$ cat config.mk
export PLATFORM = sky130hd
export DESIGN_NAME = argb_alpha_over_blend_unit_flat
export DESIGN_NICKNAME = d
export VERILOG_FILES = /design/src/aob_pkg.sv /design/src/aob_in_if.sv /design/src/aob_out_if.sv /design/src/aob_div_stage.sv /design/src/argb_alpha_over_blend_unit.sv /design/src/flat_wrapper.sv
export SDC_FILE = /design/constraint.sdc
export NUM_CORES = 2
export LEC_CHECK = 0
export ABC_AREA = 0
export BUFFER_PORTS_ARGS = -buffer_cell sky130_fd_sc_hd__buf_2
export CORE_UTILIZATION = 60
export DETAILED_ROUTE_END_ITERATION = 8
export MAX_ROUTING_LAYER = met4
export PLACE_DENSITY_LB_ADDON = 0.08
export SKIP_CTS_REPAIR_TIMING = 1
export SLEW_MARGIN = 20
export SYNTH_ARGS = -nofsm -noshare
export SYNTH_HDL_FRONTEND = slang
export SYNTH_SLANG_ARGS = --single-unit
$ cat constraint.sdc
create_clock -name clk -period 24.9 [get_ports clk]
set_input_delay 0 -clock clk [delete_from_list [all_inputs] [get_ports clk]]
set_output_delay 0 -clock clk [all_outputs]
set_load 0.01 [all_outputs]
$ cat src/aob_pkg.sv
// ----------------------------------------------------------------------------
// aob_pkg
// Shared types and constants for the ARGB over-blend pipeline.
// ----------------------------------------------------------------------------
`default_nettype none

package aob_pkg;

	localparam int NUM_CH    = 3;
	localparam int CHAN_W    = 8;
	localparam int WSUM_W    = 16;
	localparam int NUM_W     = 24;
	localparam int DIV_STAGES = CHAN_W;

	localparam logic [CHAN_W-1:0] CHAN_MAX    = 8'd255;
	localparam logic [WSUM_W-1:0] ALPHA_ROUND = 16'd127;

	typedef logic [CHAN_W-1:0] chan_t;
	typedef logic [WSUM_W-1:0] wsum_t;
	typedef logic [NUM_W-1:0]  num_t;

	typedef struct packed {
		num_t  [NUM_CH-1:0] rem;
		chan_t [NUM_CH-1:0] quo;
		wsum_t              wsum;
		chan_t              alpha;
		logic               zero;
	} div_beat_t;

endpackage

`default_nettype wire

$ cat src/aob_in_if.sv
// ----------------------------------------------------------------------------
// aob_in_if
// Input beat channel: source and destination ARGB8888 pixels.
// ----------------------------------------------------------------------------
`default_nettype none

interface aob_in_if;
	logic        valid;
	logic        ready;
	logic [31:0] src_pixel;
	logic [31:0] dst_pixel;

	modport source (output valid, output src_pixel, output dst_pixel, input ready);
	modport sink   (input valid, input src_pixel, input dst_pixel, output ready);
endinterface

`default_nettype wire

$ cat src/aob_out_if.sv
// ----------------------------------------------------------------------------
// aob_out_if
// Output beat channel: blended ARGB8888 pixel.
// ----------------------------------------------------------------------------
`default_nettype none

interface aob_out_if;
	logic        valid;
	logic        ready;
	logic [31:0] blended_pixel;

	modport source (output valid, output blended_pixel, input ready);
	modport sink   (input valid, input blended_pixel, output ready);
endinterface

`default_nettype wire

$ cat src/aob_div_stage.sv
// ----------------------------------------------------------------------------
// aob_div_stage
// One restoring-division stage: resolves quotient bit BIT on all channels.
// ----------------------------------------------------------------------------
`default_nettype none

module aob_div_stage #(
	parameter int BIT = 7
) (
	input  wire logic               clk,
	input  wire logic               arst_n,
	input  wire logic               en,
	input  wire logic               vld_in,
	input  wire aob_pkg::div_beat_t beat_in,
	output logic                    vld,
	output aob_pkg::div_beat_t      beat
);
	import aob_pkg::*;

	div_beat_t nxt;
	num_t      trial;

	always_comb begin
		nxt   = beat_in;
		trial = num_t'(beat_in.wsum) << BIT;
		for (int c = 0; c < NUM_CH; c++) begin
			if (beat_in.rem[c] >= trial) begin
				nxt.rem[c]      = beat_in.rem[c] - trial;
				nxt.quo[c][BIT] = 1'b1;
			end
		end
	end

	always_ff @(posedge clk or negedge arst_n) begin
		if (!arst_n) begin
			vld <= 1'b0;
		end else if (en) begin
			vld <= vld_in;
		end
	end

	always_ff @(posedge clk) begin
		if (en) begin
			beat <= nxt;
		end
	end

endmodule

`default_nettype wire

$ cat src/argb_alpha_over_blend_unit.sv
// ----------------------------------------------------------------------------
// argb_alpha_over_blend_unit
// Porter-Duff over of a straight-alpha ARGB8888 source onto a destination.
//
// pix_in carries one beat per pixel pair (src_pixel, dst_pixel); pix_out
// carries one blended_pixel beat for each input beat, in order.
// Throughput: one pixel per clock cycle when pix_out.ready stays high.
// Pipeline of 12 register stages: input capture, weight sum, channel
// products and alpha, numerators, then eight one-bit restoring division
// stages with one compare-subtract per stage.
// Both alphas zero gives an all-zero pixel.
// A stalled pix_out holds its beat; bubbles are squeezed out, and
// pix_in.ready drops only when every stage holds a waiting beat.
// Reset clears all stage valid bits; no beat is emitted until new input.
// ----------------------------------------------------------------------------
`default_nettype none

module argb_alpha_over_blend_unit (
	input  wire logic  clk,
	input  wire logic  arst_n,
	aob_in_if.sink     pix_in,
	aob_out_if.source  pix_out
);
	import aob_pkg::*;

	localparam int NSTG = 4 + DIV_STAGES;

	logic [NSTG-1:0] vld;
	logic [NSTG-1:0] en;

	// stage 1: capture
	logic [31:0] src_s1, dst_s1;
	logic        vld_s1;

	// stage 2: weights
	wsum_t             ws_s2, wd_s2, sum_s2;
	chan_t [NUM_CH-1:0] cs_s2, cd_s2;
	logic              vld_s2;

	// stage 3: products and alpha
	num_t  [NUM_CH-1:0] ps_s3, pd_s3;
	wsum_t             sum_s3;
	chan_t             alpha_s3;
	logic              vld_s3;

	// stage 4: numerators
	div_beat_t         beat_s4;
	logic              vld_s4;

	div_beat_t         dbeat [DIV_STAGES+1];
	logic [DIV_STAGES:0] dvld;

	chan_t  as_w, ad_w, inv_as;
	wsum_t  ax;
	wsum_t  ar;

	always_comb begin
		vld[0] = vld_s1;
		vld[1] = vld_s2;
		vld[2] = vld_s3;
		vld[3] = vld_s4;
		for (int k = 0; k < DIV_STAGES; k++) begin
			vld[4+k] = dvld[k+1];
		end
		en[NSTG-1] = !vld[NSTG-1] || pix_out.ready;
		for (int k = NSTG-2; k >= 0; k--) begin
			en[k] = !vld[k] || en[k+1];
		end
	end

	assign pix_in.ready = en[0];

	always_ff @(posedge clk or negedge arst_n) begin
		if (!arst_n) begin
			vld_s1 <= 1'b0;
			vld_s2 <= 1'b0;
			vld_s3 <= 1'b0;
			vld_s4 <= 1'b0;
		end else begin
			if (en[0]) vld_s1 <= pix_in.valid;
			if (en[1]) vld_s2 <= vld_s1;
			if (en[2]) vld_s3 <= vld_s2;
			if (en[3]) vld_s4 <= vld_s3;
		end
	end

	assign as_w   = src_s1[31:24];
	assign ad_w   = dst_s1[31:24];
	assign inv_as = CHAN_MAX - as_w;

	// x/255 for x < 65535: (x + (x >> 8) + 1) >> 8
	assign ax = sum_s2 + ALPHA_ROUND;
	assign ar = ax + {8'd0, ax[WSUM_W-1:8]} + 16'd1;

	always_ff @(posedge clk) begin
		if (en[0]) begin
			src_s1 <= pix_in.src_pixel;
			dst_s1 <= pix_in.dst_pixel;
		end
		if (en[1]) begin
			ws_s2  <= {as_w, 8'd0} - {8'd0, as_w};
			wd_s2  <= WSUM_W'(ad_w * inv_as);
			sum_s2 <= WSUM_W'({as_w, 8'd0} - {8'd0, as_w} + ad_w * inv_as);
			for (int c = 0; c < NUM_CH; c++) begin
				cs_s2[c] <= src_s1[c*CHAN_W +: CHAN_W];
				cd_s2[c] <= dst_s1[c*CHAN_W +: CHAN_W];
			end
		end
		if (en[2]) begin
			for (int c = 0; c < NUM_CH; c++) begin
				ps_s3[c] <= NUM_W'(cs_s2[c] * ws_s2);
				pd_s3[c] <= NUM_W'(cd_s2[c] * wd_s2);
			end
			sum_s3   <= sum_s2;
			alpha_s3 <= ar[15:8];
		end
		if (en[3]) begin
			for (int c = 0; c < NUM_CH; c++) begin
				beat_s4.rem[c] <= ps_s3[c] + pd_s3[c] + NUM_W'(sum_s3 >> 1);
				beat_s4.quo[c] <= '0;
			end
			beat_s4.wsum  <= sum_s3;
			beat_s4.alpha <= alpha_s3;
			beat_s4.zero  <= (sum_s3 == '0);
		end
	end

	assign dbeat[0] = beat_s4;
	assign dvld[0]  = vld_s4;

	for (genvar j = 0; j < DIV_STAGES; j++) begin : g_div
		aob_div_stage #(
			.BIT (DIV_STAGES-1-j)
		) u_stage (
			.clk     (clk),
			.arst_n  (arst_n),
			.en      (en[4+j]),
			.vld_in  (dvld[j]),
			.beat_in (dbeat[j]),
			.vld     (dvld[j+1]),
			.beat    (dbeat[j+1])
		);
	end

	div_beat_t last;
	assign last = dbeat[DIV_STAGES];

	assign pix_out.valid         = dvld[DIV_STAGES];
	assign pix_out.blended_pixel = last.zero ? 32'd0 :
		{last.alpha, last.quo[2], last.quo[1], last.quo[0]};

	a_alpha_zero: assert property (@(posedge clk) disable iff (!arst_n)
		pix_out.valid |-> ((last.alpha == '0) == last.zero))
		else $error("alpha zero does not match zero weight sum");

	a_rem_range: assert property (@(posedge clk) disable iff (!arst_n)
		pix_out.valid && !last.zero |->
			(last.rem[0] < num_t'(last.wsum)) && (last.rem[1] < num_t'(last.wsum)) &&
			(last.rem[2] < num_t'(last.wsum)))
		else $error("division remainder not below divisor");

	a_s4_hold: assert property (@(posedge clk) disable iff (!arst_n)
		vld_s4 && !en[3] |=> vld_s4 && $stable(beat_s4))
		else $error("stalled numerator stage changed");

	a_ready_chain: assert property (@(posedge clk) disable iff (!arst_n)
		!pix_in.ready |-> (&vld) && !pix_out.ready)
		else $error("input stalled with a bubble in the pipeline");

endmodule

`default_nettype wire

$ cat src/flat_wrapper.sv
// flat-port wrapper written by rule: the top's interface ports become plain ports
module argb_alpha_over_blend_unit_flat import aob_pkg::*;
  (clk, arst_n, pix_in_valid, pix_in_src_pixel, pix_in_dst_pixel, pix_in_ready, pix_out_valid, pix_out_blended_pixel, pix_out_ready);
  aob_in_if pix_in_i ();
  aob_out_if pix_out_i ();
  input  wire logic clk;
  input  wire logic arst_n;
  input wire logic [$bits(pix_in_i.valid)-1:0] pix_in_valid;
  input wire logic [$bits(pix_in_i.src_pixel)-1:0] pix_in_src_pixel;
  input wire logic [$bits(pix_in_i.dst_pixel)-1:0] pix_in_dst_pixel;
  output wire logic [$bits(pix_in_i.ready)-1:0] pix_in_ready;
  output wire logic [$bits(pix_out_i.valid)-1:0] pix_out_valid;
  output wire logic [$bits(pix_out_i.blended_pixel)-1:0] pix_out_blended_pixel;
  input wire logic [$bits(pix_out_i.ready)-1:0] pix_out_ready;
  assign pix_in_i.valid = pix_in_valid;
  assign pix_in_i.src_pixel = pix_in_src_pixel;
  assign pix_in_i.dst_pixel = pix_in_dst_pixel;
  assign pix_in_ready = pix_in_i.ready;
  assign pix_out_valid = pix_out_i.valid;
  assign pix_out_blended_pixel = pix_out_i.blended_pixel;
  assign pix_out_i.ready = pix_out_ready;
  argb_alpha_over_blend_unit u_core (.clk(clk), .arst_n(arst_n), .pix_in(pix_in_i), .pix_out(pix_out_i));
endmodule
==> flow_summary.json <==
{
  "status": "completed",
  "initial_utilization_pct": 60.8,
  "cp_num_buf_inv": 3,
  "avgSynthCellArea_um2": 11.0,
  "fmax_mhz": 170,
  "r2r_slack_ns": 19.01,
  "ys_top_cells_by_area": "edfxtp_1, fa_1, ha_1",
  "numPortBuffers": 101,
  "grt_overflow": 0,
  "vias": 61092,
  "final_max_slew_viol_count": 0,
  "yosysSeqAreaShare_pct": 41.0,
  "hp-class": "in2reg",
  "post-route-drc-count": 0,
  "setup_violations": 0,
  "gp_congestion": 0.992,
  "rsz0062_at_grt": "false",
  "r2r_cells": 18,
  "synth_seq_cells": 1233,
  "final_common_cell": "edfxtp_1",
  "grt_pass1_wl_um": 357000,
  "finalCritPeriodShare_pct": 23.6,
  "clk_latency_ns": 0.81,
  "r2r_end": "u_core.ps_s3[71]",
  "reg2reg_from": "u_core.ws_s2[5]",
  "cp.arrival_ns": 6.43,
  "core-area_mm2": 0.148,
  "max_slew_margin_pct": 24.6,
  "path_common_cell": "fa_1",
  "async_flop_share_pct": 0.973,
  "yosys_warnings": 0,
  "die_y_um": 390,
  "cts-buffers-inserted": 140,
  "critical_path.cell_chain": "nand2_1 -> fa_1 -> fa_1 -> inv_1 -> fa_1 -> inv_1 -> fa_1 -> inv_1 -> ha_1 -> a21o_1 -> a21oi_1 -> o21ai_0 -> o22ai_1 -> o221ai_1 -> o31ai_1 -> o211ai_1 -> o41a_1 -> xnor2_1",
  "dieArea_mm2": 0.152,
  "grt_max_degree": 90,
  "fin_crit_ns": 5.89,
  "path_clk_slew_ns": 0.06,
  "cp_top_family": "adder cells",
  "whs_ns": 0.183,
  "setup_tns_ns": 0,
  "yosysTopAreaCellShare_pct": 40.7,
  "cts_buffer_depth": 3,
  "dp_hpwl_um": 187000,
  "drive_gt1_share_pct": 5.95,
  "htreeDepth": 4,
  "fill_cells": 11152,
  "tritoncts": "done",
  "crit_type": "reg2reg",
  "grt_use_total_pct": 32.2,
  "crit_slowest_cell": "edfxtp_1",
  "drt-initial-drc-count": 3961,
  "drv_cap": 0,
  "yosysTopAreaCell": "edfxtp_1",
  "rows": 141,
  "syn_area_mm2": 0.0902,
  "fp.dieW_um": 390,
  "hold_violations": 0,
  "netlist_instances": 8221,
  "start_kind": "flip-flop",
  "antenna_found_initial": 1,
  "io_pins": 102,
  "tightest_slew_ns": 1.12,
  "ys.flop_type": "edfxtp_1",
  "final_cell_mix": "edfxtp_1, inv_1, nand2_1",
  "setup_slack_ns": 19.01,
  "holdPathEnd": "u_core.g_div[5].u_stage.vld",
  "syn_nets": 9696,
  "clock_skew_ns": 0.0345,
  "hold-path-cell-count": 5,
  "wire_per_inst_um": 22.5,
  "synth_edf_count": 1221,
  "routed_wirelength_um": 238000,
  "cp.required_ns": 25.44,
  "avgViaCountPerCell": 5.78,
  "layout.nets": 9927,
  "critPathMaxStageDelay_ns": 0.91,
  "yosysUniqueCellTypes": 93,
  "cts_root_buf": "clkbuf_16",
  "drt_first_pass_iters": 7,
  "hp-start": "pix_out_ready",
  "cts_num_sinks": 1233,
  "grt_pass1_vias": 62123,
  "endpoint_kind": "flip-flop",
  "area_delta_synth_final_pct": 9.62,
  "place_ws_ns": 19.04,
  "antenna_left": 0,
  "crit_fanout": 24
}
## tightest hold or removal path, cell delays in order
cell and delay (ns):
dlygate4sd3_1 0.52, buf_2 0.09, nor2b_1 0.11, nand3_4 0.13, nand2b_1 0.06
## metal layers
metal | up-vias | global-route usage, % | part of all wire [%]
li1 | 29216 | - | -
met1 | 29435 | 33.2 | 35
met2 | 1739 | 54.4 | 50
met3 | 702 | 4.22 | 4.4
met4 | 0 | 28.0 | 10
met5 | - | - | 0
## synth_stat cells (12+ instances only)
cell type / number
edfxtp_1: 1221
a41oi_1: 15
and2_1: 380
a21oi_1: 418
o31ai_1: 53
o211ai_1: 24
nand2b_1: 113
nand4b_1: 12
a211oi_1: 45
dfrtp_1: 12
nand4_1: 52
a31oi_1: 45
mux2i_1: 27
nand3b_1: 15
or2_2: 28
or3_1: 49
nor3_1: 157
and3_1: 46
nor2_1: 362
o21a_1: 83
mux2_2: 69
o41ai_1: 12
xnor2_1: 301
o31a_1: 17
o2111ai_1: 17
fa_1: 610
o21ai_0: 392
nand3_1: 103
ha_1: 797
inv_1: 853
nand2_1: 840
or4_1: 21
xor2_1: 202
nor2b_1: 179
nor3b_1: 12
a21boi_0: 19
buf_2: 17
o21bai_1: 37
clkbuf_1: 166
nor4_1: 55
a21o_1: 168
## layout make-up
class / instances / area [µm²] / share of cell area (%)
multi-input cells: 5939 / 49300 / 49.9
flip-flops and latches: 1233 / 37000 / 37.4
clock buffers: 158 / 3570 / 3.61
inverters: 853 / 3210 / 3.25
well taps: 2002 / 2500 / 2.53
repair buffers: 285 / 2220 / 2.25
clock inverters: 92 / 1020 / 1.04
diodes: 3 / 7.51 / 0.00760
## logic make-up (layout without fill, tap and decap cells)
kind of cell             count (synthesis)  count (layout)  synth area share, %
AND/OR/NAND/NOR                       2455            2455                 13.5
AO/OA/AOI/OAI                         1471            1471                 10.3
adder cells (fa/ha/maj)               1407            1407                 24.6
flip-flops                            1233            1233                 41.0
buffers and inverters                 1049            1388                 4.41
XOR/XNOR                               504             504                 4.91
multiplexers                           101             101                 1.24
other                                    1               4              0.00416
## state kept, by name (all words and copies together) (netlist names)
signal                     flops
u_core.src_s1                 32
u_core.ps_s3                  72
u_core.sum_s2                 16
u_core.vld_s1                  1
u_core.ws_s2                  16
u_core.dst_s1                 32
u_core.vld_s4                  1
u_core.g_div.u_stage.vld       8
u_core.beat_s4                97
u_core.cd_s2                  24
u_core.pd_s3                  72
u_core.g_div.u_stage.beat    796
u_core.wd_s2                  16
u_core.vld_s3                  1
u_core.vld_s2                  1
u_core.sum_s3                 16
u_core.cs_s2                  24
u_core.alpha_s3                8
## metrics by stage
stage | std cells | area (µm²) | util, %
global route | 10562 | 98800 | 66.6
floorplan | 8221 | 90200 | -
detailed placement | 10179 | 92900 | 62.6
CTS | 10429 | 97500 | 65.7
global placement | 10179 | 92900 | 62.6
finish | 10565 | 98800 | 66.6
## how the worst max path moves through the flow
stage / from / endpoint / slack (ns) / cells after the start
floorplan: u_core.g_div[7].u_stage.vld / u_core.alpha_s3[0] / 13.73 / 7
global placement: u_core.src_s1[26] / u_core.sum_s2[15] / 19.18 / 19
detailed placement: u_core.wd_s2[7] / u_core.pd_s3[23] / 19.04 / 16
CTS: u_core.wd_s2[7] / u_core.pd_s3[23] / 19.02 / 16
global route: u_core.g_div[7].u_stage.vld / pix_in_ready / 18.70 / 10
finish: u_core.ws_s2[5] / u_core.ps_s3[71] / 19.01 / 18
Power is left out: the tool's default activity adds up to more than one toggle a clock period on the data nets, which glitch-free logic cannot reach.
